## config.mk

```make
export PLATFORM = sky130hd
export DESIGN_NAME = gzip_header_parser_top_flat
export DESIGN_NICKNAME = d
export VERILOG_FILES = /design/src/ghp_pkg.sv /design/src/ghp_in_if.sv /design/src/ghp_out_if.sv /design/src/gzip_header_parser_top.sv /design/src/ghp_in_stage.sv /design/src/ghp_parse.sv /design/src/flat_wrapper.sv
export SDC_FILE = /design/constraint.sdc
export NUM_CORES = 1
export LEC_CHECK = 0
export BUFFER_PORTS_ARGS = -buffer_cell sky130_fd_sc_hd__buf_4
export CAP_MARGIN = 5
export CORE_MARGIN = 4
export CORE_UTILIZATION = 60
export CTS_CLUSTER_SIZE = 16
export DETAILED_ROUTE_END_ITERATION = 10
export PLACE_DENSITY_LB_ADDON = 0.08
export RECOVER_POWER = 50
export SYNTH_ARGS = -nofsm -noshare
export SYNTH_HDL_FRONTEND = slang
export SYNTH_HIERARCHICAL = 1
export SYNTH_SLANG_ARGS = --single-unit
```

## constraint.sdc

```tcl
create_clock -name i_clk -period 7.4 [get_ports i_clk]
set_clock_uncertainty 0.2 [all_clocks]
set_input_delay 1.11 -clock i_clk [delete_from_list [all_inputs] [get_ports i_clk]]
set_output_delay 1.11 -clock i_clk [all_outputs]
set_load 0.005 [all_outputs]
```

## src/ghp_pkg.sv

```systemverilog
// Shared types and status codes of the gzip header parser
`timescale 1ns / 1ps

package ghp_pkg;

    // Result status codes
    localparam logic [2:0] ST_HEADER  = 3'd0;
    localparam logic [2:0] ST_NAME    = 3'd1;
    localparam logic [2:0] ST_DONE    = 3'd2;
    localparam logic [2:0] ST_PAYLOAD = 3'd3;
    localparam logic [2:0] ST_ERROR   = 3'd4;

    // One input transaction
    typedef struct packed {
        logic [7:0] data_byte;
        logic       restart;
    } t_item;

    // One result transaction
    typedef struct packed {
        logic [2:0]  status;
        logic [7:0]  byte_out;
        logic [4:0]  flag_bits;
        logic [31:0] mod_time;
        logic [7:0]  extra_flags;
        logic [7:0]  os_code;
    } t_result;

endpackage

```

## src/ghp_in_if.sv

```systemverilog
// Input byte channel of the gzip header parser
`timescale 1ns / 1ps

interface ghp_in_if;
    logic       valid;
    logic       ready;
    logic [7:0] data_byte;
    logic       restart;

    modport source (output valid, output data_byte, output restart, input ready);
    modport sink   (input valid, input data_byte, input restart, output ready);
endinterface

```

## src/ghp_out_if.sv

```systemverilog
// Result channel of the gzip header parser
`timescale 1ns / 1ps

interface ghp_out_if;
    logic        valid;
    logic        ready;
    logic [2:0]  status;
    logic [7:0]  byte_out;
    logic [4:0]  flag_bits;
    logic [31:0] mod_time;
    logic [7:0]  extra_flags;
    logic [7:0]  os_code;

    modport source (output valid, output status, output byte_out, output flag_bits,
                    output mod_time, output extra_flags, output os_code, input ready);
    modport sink   (input valid, input status, input byte_out, input flag_bits,
                    input mod_time, input extra_flags, input os_code, output ready);
endinterface

```

## src/gzip_header_parser_top.sv

```systemverilog
// gzip member header parser, top level with the result register
//
// Usage: raw gzip bytes enter on i_in_ch (data_byte plus restart, set on the
// first magic byte of a new stream). Each input transaction yields exactly one
// result transaction on o_out_ch: a status code (header, name byte, header
// complete, payload, error), the echoed byte, and the header fields FLG, MTIME,
// XFL and OS as known after that byte.
// Path: a byte accepted into the input register is parsed by the state logic
// and captured in the result register, which presents it on o_out_ch.
// Throughput: one byte per cycle while o_out_ch.ready is high, set by the state
// update of the header state machine; both stages refill in the cycle they drain.
// Reset (i_rst_n low, synchronous) empties both stages and returns the parser
// to the first magic byte with OS at 255 and all other fields zero.
// When the receiver holds o_out_ch.ready low, the result stays put, the held
// input byte waits, and i_in_ch.ready drops once the input register is full.
// An error (bad magic, method or reserved flag) persists until restart.
`timescale 1ns / 1ps

module gzip_header_parser_top (
    input  logic      i_clk,
    input  logic      i_rst_n,
    ghp_in_if.sink    i_in_ch,
    ghp_out_if.source o_out_ch
);

    logic             in_valid;
    ghp_pkg::t_item   in_item;
    logic             take;
    ghp_pkg::t_result step_res;
    logic             r_out_valid;
    ghp_pkg::t_result r_out;

    // Move the held byte when the result register is free or draining
    assign take = in_valid && (!r_out_valid || o_out_ch.ready);

    ghp_in_stage u_in_stage (
        .i_clk   (i_clk),
        .i_rst_n (i_rst_n),
        .i_in_ch (i_in_ch),
        .i_take  (take),
        .o_valid (in_valid),
        .o_item  (in_item)
    );

    ghp_parse u_parse (
        .i_clk    (i_clk),
        .i_rst_n  (i_rst_n),
        .i_fire   (take),
        .i_item   (in_item),
        .o_result (step_res)
    );

    // Result register valid
    always_ff @(posedge i_clk) begin
        if (!i_rst_n) begin
            r_out_valid <= 1'b0;
        end else if (!r_out_valid || o_out_ch.ready) begin
            r_out_valid <= in_valid;
        end
    end

    // Result register payload
    always_ff @(posedge i_clk) begin
        if (take) begin
            r_out <= step_res;
        end
    end

    assign o_out_ch.valid       = r_out_valid;
    assign o_out_ch.status      = r_out.status;
    assign o_out_ch.byte_out    = r_out.byte_out;
    assign o_out_ch.flag_bits   = r_out.flag_bits;
    assign o_out_ch.mod_time    = r_out.mod_time;
    assign o_out_ch.extra_flags = r_out.extra_flags;
    assign o_out_ch.os_code     = r_out.os_code;

endmodule

```

## src/ghp_in_stage.sv

```systemverilog
// Input register stage: holds one byte transaction until the parser takes it
`timescale 1ns / 1ps

module ghp_in_stage (
    input  logic            i_clk,
    input  logic            i_rst_n,
    ghp_in_if.sink          i_in_ch,
    input  logic            i_take,
    output logic            o_valid,
    output ghp_pkg::t_item  o_item
);

    logic           r_valid;
    ghp_pkg::t_item r_item;

    // Refill whenever the held transaction leaves or the stage is empty
    assign i_in_ch.ready = !r_valid || i_take;

    always_ff @(posedge i_clk) begin
        if (!i_rst_n) begin
            r_valid <= 1'b0;
        end else if (i_in_ch.ready) begin
            r_valid <= i_in_ch.valid;
        end
    end

    always_ff @(posedge i_clk) begin
        if (i_in_ch.valid && i_in_ch.ready) begin
            r_item.data_byte <= i_in_ch.data_byte;
            r_item.restart   <= i_in_ch.restart;
        end
    end

    assign o_valid = r_valid;
    assign o_item  = r_item;

endmodule

```

## src/ghp_parse.sv

```systemverilog
// Header state machine: state registers and one-byte next-state logic
`timescale 1ns / 1ps

module ghp_parse (
    input  logic             i_clk,
    input  logic             i_rst_n,
    input  logic             i_fire,
    input  ghp_pkg::t_item   i_item,
    output ghp_pkg::t_result o_result
);

    // Header sections
    localparam logic [3:0] P_ID1     = 4'd0;
    localparam logic [3:0] P_ID2     = 4'd1;
    localparam logic [3:0] P_CM      = 4'd2;
    localparam logic [3:0] P_FLG     = 4'd3;
    localparam logic [3:0] P_MTIME   = 4'd4;
    localparam logic [3:0] P_XFL     = 4'd5;
    localparam logic [3:0] P_OS      = 4'd6;
    localparam logic [3:0] P_XLEN    = 4'd7;
    localparam logic [3:0] P_EXTRA   = 4'd8;
    localparam logic [3:0] P_NAME    = 4'd9;
    localparam logic [3:0] P_COMMENT = 4'd10;
    localparam logic [3:0] P_HCRC    = 4'd11;
    localparam logic [3:0] P_PAYLOAD = 4'd12;
    localparam logic [3:0] P_ERROR   = 4'd13;

    localparam logic [7:0] MAGIC_ID1  = 8'd31;
    localparam logic [7:0] MAGIC_ID2  = 8'd139;
    localparam logic [7:0] METHOD_DEF = 8'd8;

    typedef struct packed {
        logic [3:0]  phase;
        logic [1:0]  byte_index;
        logic [15:0] skip_left;
        logic [4:0]  flags_seen;
        logic [31:0] time_word;
        logic [7:0]  xfl_byte;
        logic [7:0]  os_byte;
    } t_state;

    localparam t_state RESET_STATE = '{
        phase:      P_ID1,
        byte_index: 2'd0,
        skip_left:  16'd0,
        flags_seen: 5'd0,
        time_word:  32'd0,
        xfl_byte:   8'd0,
        os_byte:    8'hFF
    };

    // First optional section at or after 'from' that FLG enables
    function automatic logic [3:0] next_section(input logic [3:0] from,
                                                input logic [4:0] flg);
        logic [3:0] sect;
        sect = P_PAYLOAD;
        if (from <= P_XLEN && flg[2]) begin
            sect = P_XLEN;
        end else if (from <= P_NAME && flg[3]) begin
            sect = P_NAME;
        end else if (from <= P_COMMENT && flg[4]) begin
            sect = P_COMMENT;
        end else if (from <= P_HCRC && flg[1]) begin
            sect = P_HCRC;
        end
        return sect;
    endfunction

    // Status reported when a section ends
    function automatic logic [2:0] advance_status(input logic [3:0] sect);
        return (sect == P_PAYLOAD) ? ghp_pkg::ST_DONE : ghp_pkg::ST_HEADER;
    endfunction

    t_state     r_state;
    t_state     n_state;
    t_state     cur;
    logic [2:0] st;
    logic [7:0] b;
    logic [4:0] lane;

    // Next state and status for the byte at the stage head
    always_comb begin
        cur     = i_item.restart ? RESET_STATE : r_state;
        n_state = cur;
        b       = i_item.data_byte;
        st      = ghp_pkg::ST_HEADER;
        lane    = {cur.byte_index, 3'b000};
        unique case (cur.phase)
            P_ID1: begin
                n_state.phase = (b == MAGIC_ID1) ? P_ID2 : P_ERROR;
            end
            P_ID2: begin
                n_state.phase = (b == MAGIC_ID2) ? P_CM : P_ERROR;
            end
            P_CM: begin
                n_state.phase = (b == METHOD_DEF) ? P_FLG : P_ERROR;
            end
            P_FLG: begin
                if (b[7:5] != 3'b000) begin
                    n_state.phase = P_ERROR;
                end else begin
                    n_state.flags_seen = b[4:0];
                    n_state.phase      = P_MTIME;
                    n_state.byte_index = 2'd0;
                end
            end
            P_MTIME: begin
                n_state.time_word[lane +: 8] = cur.time_word[lane +: 8] | b;
                if (cur.byte_index == 2'd3) begin
                    n_state.phase      = P_XFL;
                    n_state.byte_index = 2'd0;
                end else begin
                    n_state.byte_index = cur.byte_index + 2'd1;
                end
            end
            P_XFL: begin
                n_state.xfl_byte = b;
                n_state.phase    = P_OS;
            end
            P_OS: begin
                n_state.os_byte    = b;
                n_state.phase      = next_section(P_XLEN, cur.flags_seen);
                n_state.byte_index = 2'd0;
                st                 = advance_status(n_state.phase);
            end
            P_XLEN: begin
                if (cur.byte_index == 2'd0) begin
                    n_state.skip_left  = {8'd0, b};
                    n_state.byte_index = 2'd1;
                end else begin
                    n_state.skip_left  = {b, cur.skip_left[7:0]};
                    n_state.byte_index = 2'd0;
                    if (n_state.skip_left == 16'd0) begin
                        n_state.phase = next_section(P_NAME, cur.flags_seen);
                        st            = advance_status(n_state.phase);
                    end else begin
                        n_state.phase = P_EXTRA;
                    end
                end
            end
            P_EXTRA: begin
                n_state.skip_left = cur.skip_left - 16'd1;
                if (n_state.skip_left == 16'd0) begin
                    n_state.phase      = next_section(P_NAME, cur.flags_seen);
                    n_state.byte_index = 2'd0;
                    st                 = advance_status(n_state.phase);
                end
            end
            P_NAME: begin
                if (b != 8'd0) begin
                    st = ghp_pkg::ST_NAME;
                end else begin
                    n_state.phase      = next_section(P_COMMENT, cur.flags_seen);
                    n_state.byte_index = 2'd0;
                    st                 = advance_status(n_state.phase);
                end
            end
            P_COMMENT: begin
                if (b == 8'd0) begin
                    n_state.phase      = next_section(P_HCRC, cur.flags_seen);
                    n_state.byte_index = 2'd0;
                    st                 = advance_status(n_state.phase);
                end
            end
            P_HCRC: begin
                if (cur.byte_index == 2'd0) begin
                    n_state.byte_index = 2'd1;
                end else begin
                    n_state.phase      = P_PAYLOAD;
                    n_state.byte_index = 2'd0;
                    st                 = ghp_pkg::ST_DONE;
                end
            end
            P_PAYLOAD: begin
                st = ghp_pkg::ST_PAYLOAD;
            end
            default: begin
                // error phase and unused codes stay in error
                n_state.phase = P_ERROR;
            end
        endcase
        if (n_state.phase == P_ERROR) begin
            st = ghp_pkg::ST_ERROR;
        end
    end

    // Parser state advances only when a transaction moves to the result register
    always_ff @(posedge i_clk) begin
        if (!i_rst_n) begin
            r_state <= RESET_STATE;
        end else if (i_fire) begin
            r_state <= n_state;
        end
    end

    // Result fields reflect the state after this byte
    assign o_result.status      = st;
    assign o_result.byte_out    = b;
    assign o_result.flag_bits   = n_state.flags_seen;
    assign o_result.mod_time    = n_state.time_word;
    assign o_result.extra_flags = n_state.xfl_byte;
    assign o_result.os_code     = n_state.os_byte;

endmodule

```

## src/flat_wrapper.sv

```systemverilog
// flat-port wrapper written by rule: the top's interface ports become plain ports
module gzip_header_parser_top_flat 
  (i_clk, i_rst_n, i_in_ch_valid, i_in_ch_data_byte, i_in_ch_restart, i_in_ch_ready, o_out_ch_valid, o_out_ch_status, o_out_ch_byte_out, o_out_ch_flag_bits, o_out_ch_mod_time, o_out_ch_extra_flags, o_out_ch_os_code, o_out_ch_ready);
  ghp_in_if i_in_ch_i ();
  ghp_out_if o_out_ch_i ();
  input  logic i_clk;
  input  logic i_rst_n;
  input wire logic [$bits(i_in_ch_i.valid)-1:0] i_in_ch_valid;
  input wire logic [$bits(i_in_ch_i.data_byte)-1:0] i_in_ch_data_byte;
  input wire logic [$bits(i_in_ch_i.restart)-1:0] i_in_ch_restart;
  output wire logic [$bits(i_in_ch_i.ready)-1:0] i_in_ch_ready;
  output wire logic [$bits(o_out_ch_i.valid)-1:0] o_out_ch_valid;
  output wire logic [$bits(o_out_ch_i.status)-1:0] o_out_ch_status;
  output wire logic [$bits(o_out_ch_i.byte_out)-1:0] o_out_ch_byte_out;
  output wire logic [$bits(o_out_ch_i.flag_bits)-1:0] o_out_ch_flag_bits;
  output wire logic [$bits(o_out_ch_i.mod_time)-1:0] o_out_ch_mod_time;
  output wire logic [$bits(o_out_ch_i.extra_flags)-1:0] o_out_ch_extra_flags;
  output wire logic [$bits(o_out_ch_i.os_code)-1:0] o_out_ch_os_code;
  input wire logic [$bits(o_out_ch_i.ready)-1:0] o_out_ch_ready;
  assign i_in_ch_i.valid = i_in_ch_valid;
  assign i_in_ch_i.data_byte = i_in_ch_data_byte;
  assign i_in_ch_i.restart = i_in_ch_restart;
  assign i_in_ch_ready = i_in_ch_i.ready;
  assign o_out_ch_valid = o_out_ch_i.valid;
  assign o_out_ch_status = o_out_ch_i.status;
  assign o_out_ch_byte_out = o_out_ch_i.byte_out;
  assign o_out_ch_flag_bits = o_out_ch_i.flag_bits;
  assign o_out_ch_mod_time = o_out_ch_i.mod_time;
  assign o_out_ch_extra_flags = o_out_ch_i.extra_flags;
  assign o_out_ch_os_code = o_out_ch_i.os_code;
  assign o_out_ch_i.ready = o_out_ch_ready;
  gzip_header_parser_top u_core (.i_clk(i_clk), .i_rst_n(i_rst_n), .i_in_ch(i_in_ch_i), .o_out_ch(o_out_ch_i));
endmodule
```

==> impl_results.md <==
* Count of flip-flops with a built-in enable after synthesis at between 70 and 80
* Yosys warns at 6
* # resized after CTS at 0
* Post-route DRC at 0
* Worst Path Required at 7.43 ns
* P_int at 1.53 mW
* Maximum vdd drop at approximately 0.16 mV
* Largest net degree at the start of global routing at ~170
* Worst slew pin tran at about 0.91 ns
* Min Hold Slack at just under 0.3 ns
* Netlist Area Pre-Place at 0.00793 sq mm
* Antenna violations before repair at 0
* Cell variety after synth at 77
* Row Count at 41
* DIE WIDTH at 123 um
* Die H at ~120 um
* Fin crit share at 52.9%
* Clock-pin slew on the worst setup and hold paths at 0.06 ns
* # setup viols final at 0
* Gpl congestion at 0.926
* Setup bufs post-CTS at 0
* Core Area at about 0.013 sq mm
* Status: finished, final reports clean
* Reg power frac at 46.2%
* Final hold violation count at 0
* Root Buffer: clkbuf_16
* RSZ-0062 raised after global routing: no
* Average wire per standard cell at 20.6 um
* CP Max Fanout at 40
* Hold Path Class: register to register
* DIE AREA at between 0.015 and 0.02 sq mm
* GRT Util Overall at between 20 and 30%
* Gr ovfl total at 0
* WS Path Type: register to register
* Synthesis-stage register bit count at 150
* Area of placed instances at 0.00812 sq mm
* Post-synthesis sequential area ratio at 47.1%
* Dpl hpwl at 12400 um
* Design area at 0.00868 sq mm
* Ports at 79
* Hold Buf Count CTS at 0
* Startpoint Class: register
* Clock Power Share at ~43%
* Main synth FF type: dfxtp_1
* Starting DRC count in detailed routing at about 680
* Setup TNS at 0 ns
* Post-Synthesis Cells at 790
* LEAKAGE at 3.30 nW
* Mapped Nets at 811
* Critical path arrival at 3.94 ns
* Area Overhead vs Synth at 9.50%
* Avg Vias per Cell at 6.39
* TritonCTS Buffers at 17
* Setup crit end kind: register
* Drt first pass iters at 6
* Switching power at about 0.51 mW
* Combinational cell fraction of total power at 11.2%
* Clock Sinks at 150
* WL final at 19800 um
* Power Density at 235 mW/mm^2
* Final Net Count at 801
* Maximum clock path buffer count at 2
* Syn_area_per_cell at 10.0 sq um
* Post-DRT Antenna Nets at 0
* CTS tree: yes
* First-pass GRT wire length at 31200 um
* Switching Fraction at 25.1%
* Initial cell density of the core at 62.1%
* Port Buffers at 78
* Slew HR at 38.7%
* Via count at 6163
* Diode count at 0
* Ys async rst share at 0%
* Vias in the first global route at 5806
* H-tree depth at 4
* Number of max-cap violations at 0
* Fin crit period at 3.91 ns
* Hold depth at 2
* Share of cells above drive strength 1 at ~18%
* Max Transition Viols Final at 0
* Worst r2r path cells at 11
* Clk_lat worst skew at 0.43 ns
* Fmax at 256 MHz
-- per-layer routing --
| metal | vias up | part of all wire [%] | global-route usage (%) |
|---|---|---|---|
| li1 | 2825 | - | - |
| met1 | 3012 | 44 | 37.2 |
| met2 | 272 | 47 | 41.4 |
| met3 | 54 | 6.5 | 5.95 |
| met4 | 0 | 2.8 | 10.8 |
| met5 | - | 0 | 0 |
-- cells in the final DEF, fill, tap and decap left out, types with 5 or more instances in the layout --
cell type / netlist / layout
a211o_1: 9 / 9
o211a_1: 5 / 5
nand3b_1: 5 / 5
buf_4: 62 / 11
mux2i_1: 41 / 41
a31o_2: 10 / 10
a21oi_1: 29 / 29
clkbuf_4: 0 / 65
nor3_1: 22 / 22
nor2_1: 81 / 81
nand4_1: 5 / 5
nand3_1: 10 / 10
mux4_2: 8 / 8
clkbuf_1: 36 / 7
a22o_1: 35 / 35
clkbuf_16: 0 / 17
xnor2_1: 5 / 5
a22oi_1: 9 / 9
inv_1: 17 / 16
edfxtp_1: 73 / 73
ha_1: 8 / 8
nor2b_1: 13 / 13
a21o_1: 8 / 8
nand2_1: 59 / 59
nand2b_1: 10 / 11
o21ai_0: 49 / 49
dfxtp_1: 77 / 77
-- critical path, cell delays in order (launching register included) --
cell	delay, ns
edfxtp_1	0.32
buf_4	0.38
inv_2	0.10
nand2_1	0.16
ha_1	0.78
xor2_1	0.18
nor4_1	0.26
and2_1	0.17
nand4b_1	0.12
or3_1	0.40
or2_1	0.27
a2111oi_2	0.37
-- registers in the layout, summed over array words and instances, names as in the netlist --
signal and cells:
u_core/o_out_ch.byte_out 8, u_core/u_in_stage/o_valid 1, u_core/o_out_ch.valid 1, u_core/u_parse/r_state 75, u_core/o_out_ch.mod_time 32, u_core/o_out_ch.os_code 8
u_core/o_out_ch.status 3, u_core/u_in_stage/o_item 9, u_core/o_out_ch.flag_bits 5, u_core/o_out_ch.extra_flags 8
-- cells by family (layout without fill, tap and decap cells) --
kind of cell | Yosys count | count (layout) | synth area share [%]
compound gates | 197 | 197 | 17.7
xor+xnor | 7 | 7 | 0.773
fa+ha+maj | 8 | 8 | 1.26
buf+inv | 130 | 133 | 9.31
flops | 150 | 150 | 47.1
mux | 51 | 51 | 7.73
simple gates | 247 | 247 | 16.1
-- power groups by stage --
| stage | clock [mW] | combinational (mW) | sequential, mW |
|---|---|---|---|
| floorplan | 0 | 0.177 | 0.940 |
| global placement | 0 | 0.223 | 0.959 |
| detailed placement | 0 | 0.227 | 0.960 |
| CTS | 0.881 | 0.229 | 0.943 |
| global route | 0.921 | 0.248 | 0.946 |
| finish | 0.871 | 0.228 | 0.943 |
-- stage by stage --
| stage | instances | setup slack [ns] | util, % | total power, mW |
|---|---|---|---|---|
| 3_5_place_dp | 933 | 3.62 | 63.6 | 1.19 |
| 5_1_grt | 965 | 3.29 | 68.0 | 2.12 |
| 6_report | 965 | 3.49 | 68.0 | 2.04 |
| 2_1_floorplan | 790 | 1.44 | - | 1.12 |
| 4_1_cts | 965 | 3.58 | 68.3 | 2.05 |
| 3_3_place_gp | 933 | 3.71 | 63.6 | 1.18 |
-- area by class of cell --
| class | count | area (sq um) |
|---|---|---|
| clock inverters | 10 | 119 |
| multi-input cells | 510 | 3450 |
| flip-flops and latches | 150 | 3730 |
| clock buffers | 22 | 484 |
| inverters | 18 | 67.6 |
| fillers | 1006 | 4090 |
| repair buffers | 83 | 613 |
| well taps | 172 | 215 |
-- worst paths after layout --
path	start	endpoint	slack, ns
worst max-delay path	u_core/u_in_stage/o_item[0]	u_core/o_out_ch.status[2]	3.49
worst min-delay path	u_core/u_parse/r_state[48]	u_core/u_parse/r_state[48]	0.30
worst max register to register	u_core/u_in_stage/o_item[0]	u_core/o_out_ch.status[2]	3.49
worst min register to register	u_core/u_parse/r_state[48]	u_core/u_parse/r_state[48]	0.30
-- cell usage after synthesis (13+ instances only) --
cell      number  share of area [%]
clkbuf_1      36                1.7
nand2_1       59                2.8
dfxtp_1       77                 19
a22o_1        35                3.9
buf_4         62                5.9
nor2b_1       13                1.0
inv_1         17               0.80
a21oi_1       29                1.8
nor2_1        81                3.8
o21ai_0       49                3.1
mux2i_1       41                5.2
edfxtp_1      73                 28
nor3_1        22                1.4
No activity file was read; power rests on OpenSTA's default activity.
